===== config.mk =====
export PLATFORM = sky130hd
export DESIGN_NAME = csv_field_tokenizer_flat
export DESIGN_NICKNAME = d
export VERILOG_FILES = /design/src/sv/cft_pkg.sv /design/src/sv/cft_if.sv /design/src/sv/cft_front.sv /design/src/sv/cft_queue.sv /design/src/sv/cft_back.sv /design/src/sv/csv_field_tokenizer.sv /design/src/flat_wrapper.sv
export SDC_FILE = /design/constraint.sdc
export NUM_CORES = 1
export LEC_CHECK = 0
export ABC_CLOCK_PERIOD_IN_PS = 5350
export BUFFER_PORTS_ARGS = -buffer_cell sky130_fd_sc_hd__buf_2
export CORE_UTILIZATION = 40
export DETAILED_ROUTE_END_ITERATION = 10
export SLEW_MARGIN = 25
export SYNTH_ARGS = -nofsm -noshare
export SYNTH_HDL_FRONTEND = slang
export SYNTH_SLANG_ARGS = --single-unit

===== constraint.sdc =====
create_clock -name clk -period 5.35 [get_ports clk]
set_clock_uncertainty 0.05 [all_clocks]
set_input_delay 0.535 -clock clk [delete_from_list [all_inputs] [get_ports clk]]
set_output_delay 0.535 -clock clk [all_outputs]
set_load 0.05 [all_outputs]

===== src/sv/cft_pkg.sv =====
`timescale 1ns / 1ps
// cft_pkg: shared types and constants for the csv field tokenizer
// no dependencies; used by all tokenizer modules

package cft_pkg;

    localparam logic [7:0] QUOTE_CHAR  = 8'h22;
    localparam logic [7:0] DELIM_RESET = 8'd44;

    // step queue between front and back
    localparam int QUEUE_DEPTH = 4;
    localparam int QUEUE_AW    = $clog2(QUEUE_DEPTH);

    // one result item as it leaves the block
    typedef struct packed {
        logic       has_byte;
        logic [7:0] field_byte;
        logic       field_end;
        logic       line_end;
    } result_t;

    // one classified byte: its first result plus a flag for the trailing empty field
    typedef struct packed {
        result_t first;
        logic    extra;
    } step_t;

    // queue status seen by the front and back
    typedef struct packed {
        logic full;
        logic empty;
    } queue_status_t;

endpackage


===== src/sv/cft_if.sv =====
`timescale 1ns / 1ps
// cft_if: valid/ready channel interfaces for text bytes, results and configuration
// no dependencies

interface cft_text_if;
    logic       valid;
    logic       ready;
    logic [7:0] data_byte;
    logic       is_last;

    modport source (output valid, output data_byte, output is_last, input ready);
    modport sink (input valid, input data_byte, input is_last, output ready);
endinterface

interface cft_result_if;
    logic       valid;
    logic       ready;
    logic       has_byte;
    logic [7:0] field_byte;
    logic       field_end;
    logic       line_end;

    modport source (output valid, output has_byte, output field_byte,
                    output field_end, output line_end, input ready);
    modport sink (input valid, input has_byte, input field_byte,
                  input field_end, input line_end, output ready);
endinterface

interface cft_cfg_if;
    logic       valid;
    logic       ready;
    logic [7:0] delimiter;

    modport source (output valid, output delimiter, input ready);
    modport sink (input valid, input delimiter, output ready);
endinterface


===== src/sv/cft_front.sv =====
`timescale 1ns / 1ps
// cft_front: accepts text bytes, tracks quoting state and classifies each byte
// depends on cft_pkg and cft_if

module cft_front
    import cft_pkg::*;
(
    input  logic              clk,
    input  logic              rst_n,
    cft_text_if.sink          text,
    cft_cfg_if.sink           cfg,
    input  queue_status_t     qstat,
    output logic              push,
    output step_t             push_step
);

    logic [7:0] delimiter_reg;
    logic       in_quotes_reg;
    logic       in_quotes_next;
    logic       quote_pending_reg;
    logic       quote_pending_next;

    logic       accept;
    logic       have_byte;
    logic [7:0] byte_val;
    logic       delim_end;
    logic       iq_eff;
    logic       is_delim;
    logic       is_quote;

    assign text.ready = !qstat.full;
    assign cfg.ready  = 1'b1;
    assign accept     = text.valid && text.ready;
    assign is_delim   = (text.data_byte == delimiter_reg);
    assign is_quote   = (text.data_byte == QUOTE_CHAR);

    always_comb
    begin
        have_byte          = 1'b0;
        byte_val           = 8'd0;
        delim_end          = 1'b0;
        in_quotes_next     = in_quotes_reg;
        quote_pending_next = 1'b0;
        // a pending quote closes quoted mode unless this byte doubles it
        iq_eff             = quote_pending_reg ? 1'b0 : in_quotes_reg;

        if (quote_pending_reg && is_quote)
        begin
            have_byte = 1'b1;
            byte_val  = QUOTE_CHAR;
        end
        else
        begin
            in_quotes_next = iq_eff;
            if (!iq_eff && is_delim)
            begin
                delim_end = 1'b1;
            end
            else if (is_quote)
            begin
                if (!iq_eff)
                begin
                    in_quotes_next = 1'b1;
                end
                else if (text.is_last)
                begin
                    in_quotes_next = 1'b0;
                end
                else
                begin
                    quote_pending_next = 1'b1;
                end
            end
            else
            begin
                have_byte = 1'b1;
                byte_val  = text.data_byte;
            end
        end

        if (text.is_last)
        begin
            in_quotes_next     = 1'b0;
            quote_pending_next = 1'b0;
        end

        push_step.first.has_byte   = have_byte && !delim_end;
        push_step.first.field_byte = (have_byte && !delim_end) ? byte_val : 8'd0;
        push_step.first.field_end  = text.is_last || delim_end;
        push_step.first.line_end   = text.is_last && !is_delim;
        push_step.extra            = text.is_last && is_delim;

        push = accept && (text.is_last || delim_end || have_byte);
    end

    always_ff @(posedge clk or negedge rst_n)
    begin
        if (!rst_n)
        begin
            delimiter_reg     <= DELIM_RESET;
            in_quotes_reg     <= 1'b0;
            quote_pending_reg <= 1'b0;
        end
        else
        begin
            if (cfg.valid)
            begin
                delimiter_reg <= cfg.delimiter;
            end
            if (accept)
            begin
                in_quotes_reg     <= in_quotes_next;
                quote_pending_reg <= quote_pending_next;
            end
        end
    end

endmodule


===== src/sv/cft_queue.sv =====
`timescale 1ns / 1ps
// cft_queue: short fifo of classified steps between front and back
// depends on cft_pkg

module cft_queue
    import cft_pkg::*;
(
    input  logic          clk,
    input  logic          rst_n,
    input  logic          push,
    input  step_t         push_step,
    input  logic          pop,
    output step_t         head,
    output queue_status_t qstat
);

    step_t                mem [QUEUE_DEPTH];
    logic [QUEUE_AW-1:0]  wr_ptr_reg;
    logic [QUEUE_AW-1:0]  rd_ptr_reg;
    logic [QUEUE_AW:0]    count_reg;
    logic                 do_push;
    logic                 do_pop;

    assign qstat.full  = (count_reg == (QUEUE_AW+1)'(QUEUE_DEPTH));
    assign qstat.empty = (count_reg == '0);
    assign do_push     = push && !qstat.full;
    assign do_pop      = pop && !qstat.empty;
    assign head        = mem[rd_ptr_reg];

    always_ff @(posedge clk)
    begin
        if (do_push)
        begin
            mem[wr_ptr_reg] <= push_step;
        end
    end

    always_ff @(posedge clk or negedge rst_n)
    begin
        if (!rst_n)
        begin
            wr_ptr_reg <= '0;
            rd_ptr_reg <= '0;
            count_reg  <= '0;
        end
        else
        begin
            if (do_push)
            begin
                wr_ptr_reg <= wr_ptr_reg + 1'b1;
            end
            if (do_pop)
            begin
                rd_ptr_reg <= rd_ptr_reg + 1'b1;
            end
            case ({do_push, do_pop})
                2'b10:   count_reg <= count_reg + 1'b1;
                2'b01:   count_reg <= count_reg - 1'b1;
                default: count_reg <= count_reg;
            endcase
        end
    end

endmodule


===== src/sv/cft_back.sv =====
`timescale 1ns / 1ps
// cft_back: expands queued steps into result transfers through an output register
// depends on cft_pkg and cft_if

module cft_back
    import cft_pkg::*;
(
    input  logic          clk,
    input  logic          rst_n,
    input  step_t         head,
    input  queue_status_t qstat,
    output logic          pop,
    cft_result_if.source  token
);

    logic    out_valid_reg;
    result_t out_reg;
    logic    extra_pending_reg;
    logic    can_load;

    assign can_load = !out_valid_reg || token.ready;
    assign pop      = can_load && !extra_pending_reg && !qstat.empty;

    assign token.valid      = out_valid_reg;
    assign token.has_byte   = out_reg.has_byte;
    assign token.field_byte = out_reg.field_byte;
    assign token.field_end  = out_reg.field_end;
    assign token.line_end   = out_reg.line_end;

    always_ff @(posedge clk or negedge rst_n)
    begin
        if (!rst_n)
        begin
            out_valid_reg     <= 1'b0;
            extra_pending_reg <= 1'b0;
        end
        else if (can_load)
        begin
            if (extra_pending_reg)
            begin
                out_valid_reg     <= 1'b1;
                extra_pending_reg <= 1'b0;
            end
            else
            begin
                out_valid_reg     <= !qstat.empty;
                extra_pending_reg <= !qstat.empty && head.extra;
            end
        end
    end

    // payload: the trailing empty field is a fixed result
    always_ff @(posedge clk)
    begin
        if (can_load)
        begin
            if (extra_pending_reg)
            begin
                out_reg.has_byte   <= 1'b0;
                out_reg.field_byte <= 8'd0;
                out_reg.field_end  <= 1'b1;
                out_reg.line_end   <= 1'b1;
            end
            else if (!qstat.empty)
            begin
                out_reg <= head.first;
            end
        end
    end

endmodule


===== src/sv/csv_field_tokenizer.sv =====
`timescale 1ns / 1ps
// csv_field_tokenizer: top level, front classifier, step queue and result back end
// depends on cft_pkg, cft_if, cft_front, cft_queue, cft_back
//
//  channel | dir | payload                                    | transfer
//  text    | in  | data_byte[7:0], is_last                    | valid && ready
//  token   | out | has_byte, field_byte[7:0], field_end, line_end | valid && ready
//  cfg     | in  | delimiter[7:0]                             | valid && ready
//
// one byte per cycle in while the step queue is not full; each byte gives zero,
// one or two results, the second (trailing empty field) issued as an extra back end transfer
// first result passes through the queue write and then the output register
// a four-entry step queue lets the front keep taking bytes while token stalls, until it is full
// reset: delimiter comma, outside quotes, queue and output register empty

module csv_field_tokenizer
    import cft_pkg::*;
(
    input  logic          clk,
    input  logic          rst_n,
    cft_text_if.sink      text,
    cft_cfg_if.sink       cfg,
    cft_result_if.source  token
);

    logic          push;
    step_t         push_step;
    logic          pop;
    step_t         head;
    queue_status_t qstat;

    cft_front u_front (
        .clk       (clk),
        .rst_n     (rst_n),
        .text      (text),
        .cfg       (cfg),
        .qstat     (qstat),
        .push      (push),
        .push_step (push_step)
    );

    cft_queue u_queue (
        .clk       (clk),
        .rst_n     (rst_n),
        .push      (push),
        .push_step (push_step),
        .pop       (pop),
        .head      (head),
        .qstat     (qstat)
    );

    cft_back u_back (
        .clk   (clk),
        .rst_n (rst_n),
        .head  (head),
        .qstat (qstat),
        .pop   (pop),
        .token (token)
    );

endmodule

===== src/flat_wrapper.sv =====
// flat-port wrapper written by rule: the top's interface ports become plain ports
module csv_field_tokenizer_flat import cft_pkg::*;
  (clk, rst_n, text_valid, text_data_byte, text_is_last, text_ready, cfg_valid, cfg_delimiter, cfg_ready, token_valid, token_has_byte, token_field_byte, token_field_end, token_line_end, token_ready);
  cft_text_if text_i ();
  cft_cfg_if cfg_i ();
  cft_result_if token_i ();
  input  logic clk;
  input  logic rst_n;
  input wire logic [$bits(text_i.valid)-1:0] text_valid;
  input wire logic [$bits(text_i.data_byte)-1:0] text_data_byte;
  input wire logic [$bits(text_i.is_last)-1:0] text_is_last;
  output wire logic [$bits(text_i.ready)-1:0] text_ready;
  input wire logic [$bits(cfg_i.valid)-1:0] cfg_valid;
  input wire logic [$bits(cfg_i.delimiter)-1:0] cfg_delimiter;
  output wire logic [$bits(cfg_i.ready)-1:0] cfg_ready;
  output wire logic [$bits(token_i.valid)-1:0] token_valid;
  output wire logic [$bits(token_i.has_byte)-1:0] token_has_byte;
  output wire logic [$bits(token_i.field_byte)-1:0] token_field_byte;
  output wire logic [$bits(token_i.field_end)-1:0] token_field_end;
  output wire logic [$bits(token_i.line_end)-1:0] token_line_end;
  input wire logic [$bits(token_i.ready)-1:0] token_ready;
  assign text_i.valid = text_valid;
  assign text_i.data_byte = text_data_byte;
  assign text_i.is_last = text_is_last;
  assign text_ready = text_i.ready;
  assign cfg_i.valid = cfg_valid;
  assign cfg_i.delimiter = cfg_delimiter;
  assign cfg_ready = cfg_i.ready;
  assign token_valid = token_i.valid;
  assign token_has_byte = token_i.has_byte;
  assign token_field_byte = token_i.field_byte;
  assign token_field_end = token_i.field_end;
  assign token_line_end = token_i.line_end;
  assign token_i.ready = token_ready;
  csv_field_tokenizer u_core (.clk(clk), .rst_n(rst_n), .text(text_i), .cfg(cfg_i), .token(token_i));
endmodule

==> flow_summary.yaml <==
cts:
  cts_buffers: 9
  htreeDepth: 3
  cts_hold_buf: 0
  cts_buffer_depth: 2
  postCtsSetupBuffers: 0
  root_buffer: "clkbuf_8"
  cts.sinks: 78
  clk_pin_slew_worst_paths_ps: 80
  clkLatencyLatePin_ps: 340
  tritoncts: "built"
  postCtsResizedCells: 0
yosys:
  synth-main-ff-cell: "edfxtp_1"
  post-synth-top-area-fraction: 0.522
  synthTopCellsByArea: "edfxtp_1 52%, dfrtp_1 12%, mux4_2 8.0%"
  synth.avg_cell_area_sq_um: 15.9
  synth_top_family_by_area: "multiplexers"
  syn_nets: 241
  yosys.area_share.xor_xnor: 0.0335
  synth-compound-area-share: 0.0486
  ys_async_sr_fraction: 0.244
  synth_mux_area_frac: 0.112
  yosysWarnings: 0
  ys_ff_latch: 78
  netlist_instances: 213
  ys_seq_area_frac: 0.663
  synthAdderAreaFrac: 0.0243
  synth-edff-count: 59
  ys_types: 45
  synthSimpleGateAreaFrac: 0.0980
  synth_area_leader_cell: "edfxtp_1"
  yosysMostFrequentCell: "edfxtp_1"
  synthTopCellsByCount: "59 x edfxtp_1, 16 x dfrtp_1, 12 x mux4_2, 12 x nor2b_1, 10 x xnor2_1"
  synth_area_sq_um: 3400
grt:
  track_usage: 0.148
  grt_max_degree: 20
  gr-total-overflow: 0
  grt_pass1_wl_microns: 9440
  grt_pass1_vias: 1837
  antenna_found_initial: 0
worst_setup_path:
  endpoint_kind: "flop"
  required_ps: 5570
  path_class: "input port to flop"
  worstSetupStartpointType: "input port"
  critPathMaxFanout: 6
  arrival_ps: 2940
cells_and_area:
  final.fill_count: 711
  syn2layout_area_growth_pct: 14.8
  largest_reg_flops: 48
  antenna_cells: 0
  fin_util: 0.475
  final_layout_size_suffix_gt1_frac: 0.336
  nets: 279
power_and_ir_drop:
  p_int_uw: 1360
  combPwrFrac: 0.314
  pwr_density_cell_nw_per_um2: 533
  p_seq_frac: 0.462
  ir_drop_v: 0.000159
  swShare: 0.344
  clkPwrFrac: 0.224
  leakage_uw: 0.00141
  switchingPower_uw: 716
timing:
  max-slew-margin-rel: 0.394
  timing.fmax_ghz: 0.368
  hold_viol: 0
  timing.final.crit_period_ps: 2720
  rsz0062_at_grt: "false"
  final.setup.tns_ps: 0
  drv_slew: 0
  tightest_slew_ps: 906
  setup_viol: 0
  finalCritPeriodShare: 0.508
placed_design:
  port-buffer-count: 34
  dp_hpwl_microns: 3920
  gp_congestion: 0.803
routing:
  wire_per_inst_microns: 15.6
  drc: 0
  drt_first_pass_iters: 4
  vias: 1792
  finalWirelength_microns: 5650
  vias_per_cell: 4.96
  drt_iter0_markers: 50
  ant_nets: 0
hold_path:
  hold_path_class: "input port to async pin"
die:
  core_sq_um: 8220
  die_w_microns: 94.1
  rows: 33
  initial_core_util: 0.413
  fp.dieH_microns: 94.1
  ios: 36
  die_area_sq_um: 8860
run_status:
  status: "completed"
run:
  maxCapViolations: 0
==> metrics by stage <==
stage	power (uW)	hold WS, ps	cell area, sq um	setup WS [ps]	std cells
after floorplan	1480	189	3400	2460	213
after global placement	1630	458	3680	2310	345
after detailed placement	1640	463	3680	2270	345
after CTS	2110	91.5	3900	2630	361
after global routing	2210	111	3900	2490	361
final	2080	84.6	3900	2630	361
==> path summary, 6_finish.rpt <==
kind	start	endpoint	slack [ps]	cells past startpoint
setup / recovery	text_data_byte[4]	u_core.u_queue.count_reg[2]$_DFFE_PN0P_	2630	11
setup reg to reg	u_core.u_front.quote_pending_reg$_DFFE_PN0P_	u_core.u_queue.count_reg[2]$_DFFE_PN0P_	2800	10
hold reg to reg	u_core.u_queue.count_reg[2]$_DFFE_PN0P_	u_core.u_queue.count_reg[2]$_DFFE_PN0P_	470	1
max in group asynchronous	rst_n	u_core.u_front.delimiter_reg[3]$_DFFE_PN1P_	4810	1
min in group clk	cfg_delimiter[4]	u_core.u_front.delimiter_reg[4]$_DFFE_PN0P_	370	2
hold / removal	rst_n	u_core.u_queue.count_reg[0]$_DFFE_PN0P_	80	1
==> kinds of logic (layout without fill, tap and decap cells) <==
group	count (synthesis)	in the layout
other	1	1
adder cells (fa/ha/maj)	6	6
AND/OR/NAND/NOR	55	55
AO/OA/AOI/OAI	22	22
buffers and inverters	16	59
multiplexers	22	22
flip-flops	78	78
XOR/XNOR	13	13
==> final cells by class <==
type	count	area, sq um	area share
clock inverter	4	52.6	0.0135
tap	105	131	0.0337
timing repair buffer	38	200	0.0513
multi-input combinational	119	1080	0.277
sequential	78	2250	0.577
inverter	5	18.8	0.00481
clock buffer	12	166	0.0427
==> routing by layer <==
metal	track usage	vias to the layer above	wire length, microns
li1	-	876	-
met1	0.200	870	2670
met2	0.230	41	2710
met3	0.0267	5	212
met4	0.0705	0	57
met5	0	-	0
==> cells in the final DEF (no fill, tap or decap), drive strengths merged, types with 2 or more instances in the layout <==
cell type  Yosys  final
nand2          9      9
nand3          3      3
nor2           7      7
nor3b          4      4
nor2b         12     12
nand4          2      2
buf            3     38
ha             5      5
mux2           9      9
o21ai          4      4
xnor2         10     10
mux4          12     12
dfrtp         16     16
clkbuf         8     12
or2            4      4
and2           2      2
a31oi          3      3
clkinv         0      2
edfxtp        59     59
inv            5      6
a21boi         6      6
nor3           3      3
dfstp          3      3
xor2           3      3
or4b           2      2
nand2b         3      3
==> worst max-delay path, stage by stage <==
cell and delay (ps):
buf_2 120, or4b_4 560, nor3_4 320, o31a_2 250
nand2b_1 120, ha_1 170, inv_1 60, fa_1 370
xor2_1 170, nor2_1 110, xor2_1 140
==> power by group through the flow <==
| stage | registers (uW) | clock network, uW | logic, uW |
|---|---|---|---|
| after CTS | 968 | 476 | 664 |
| after floorplan | 1070 | 0 | 416 |
| after global routing | 987 | 507 | 716 |
| after global placement | 976 | 0 | 653 |
| final | 962 | 466 | 653 |
| after detailed placement | 981 | 0 | 663 |
Power figures use the tool's default switching activity.
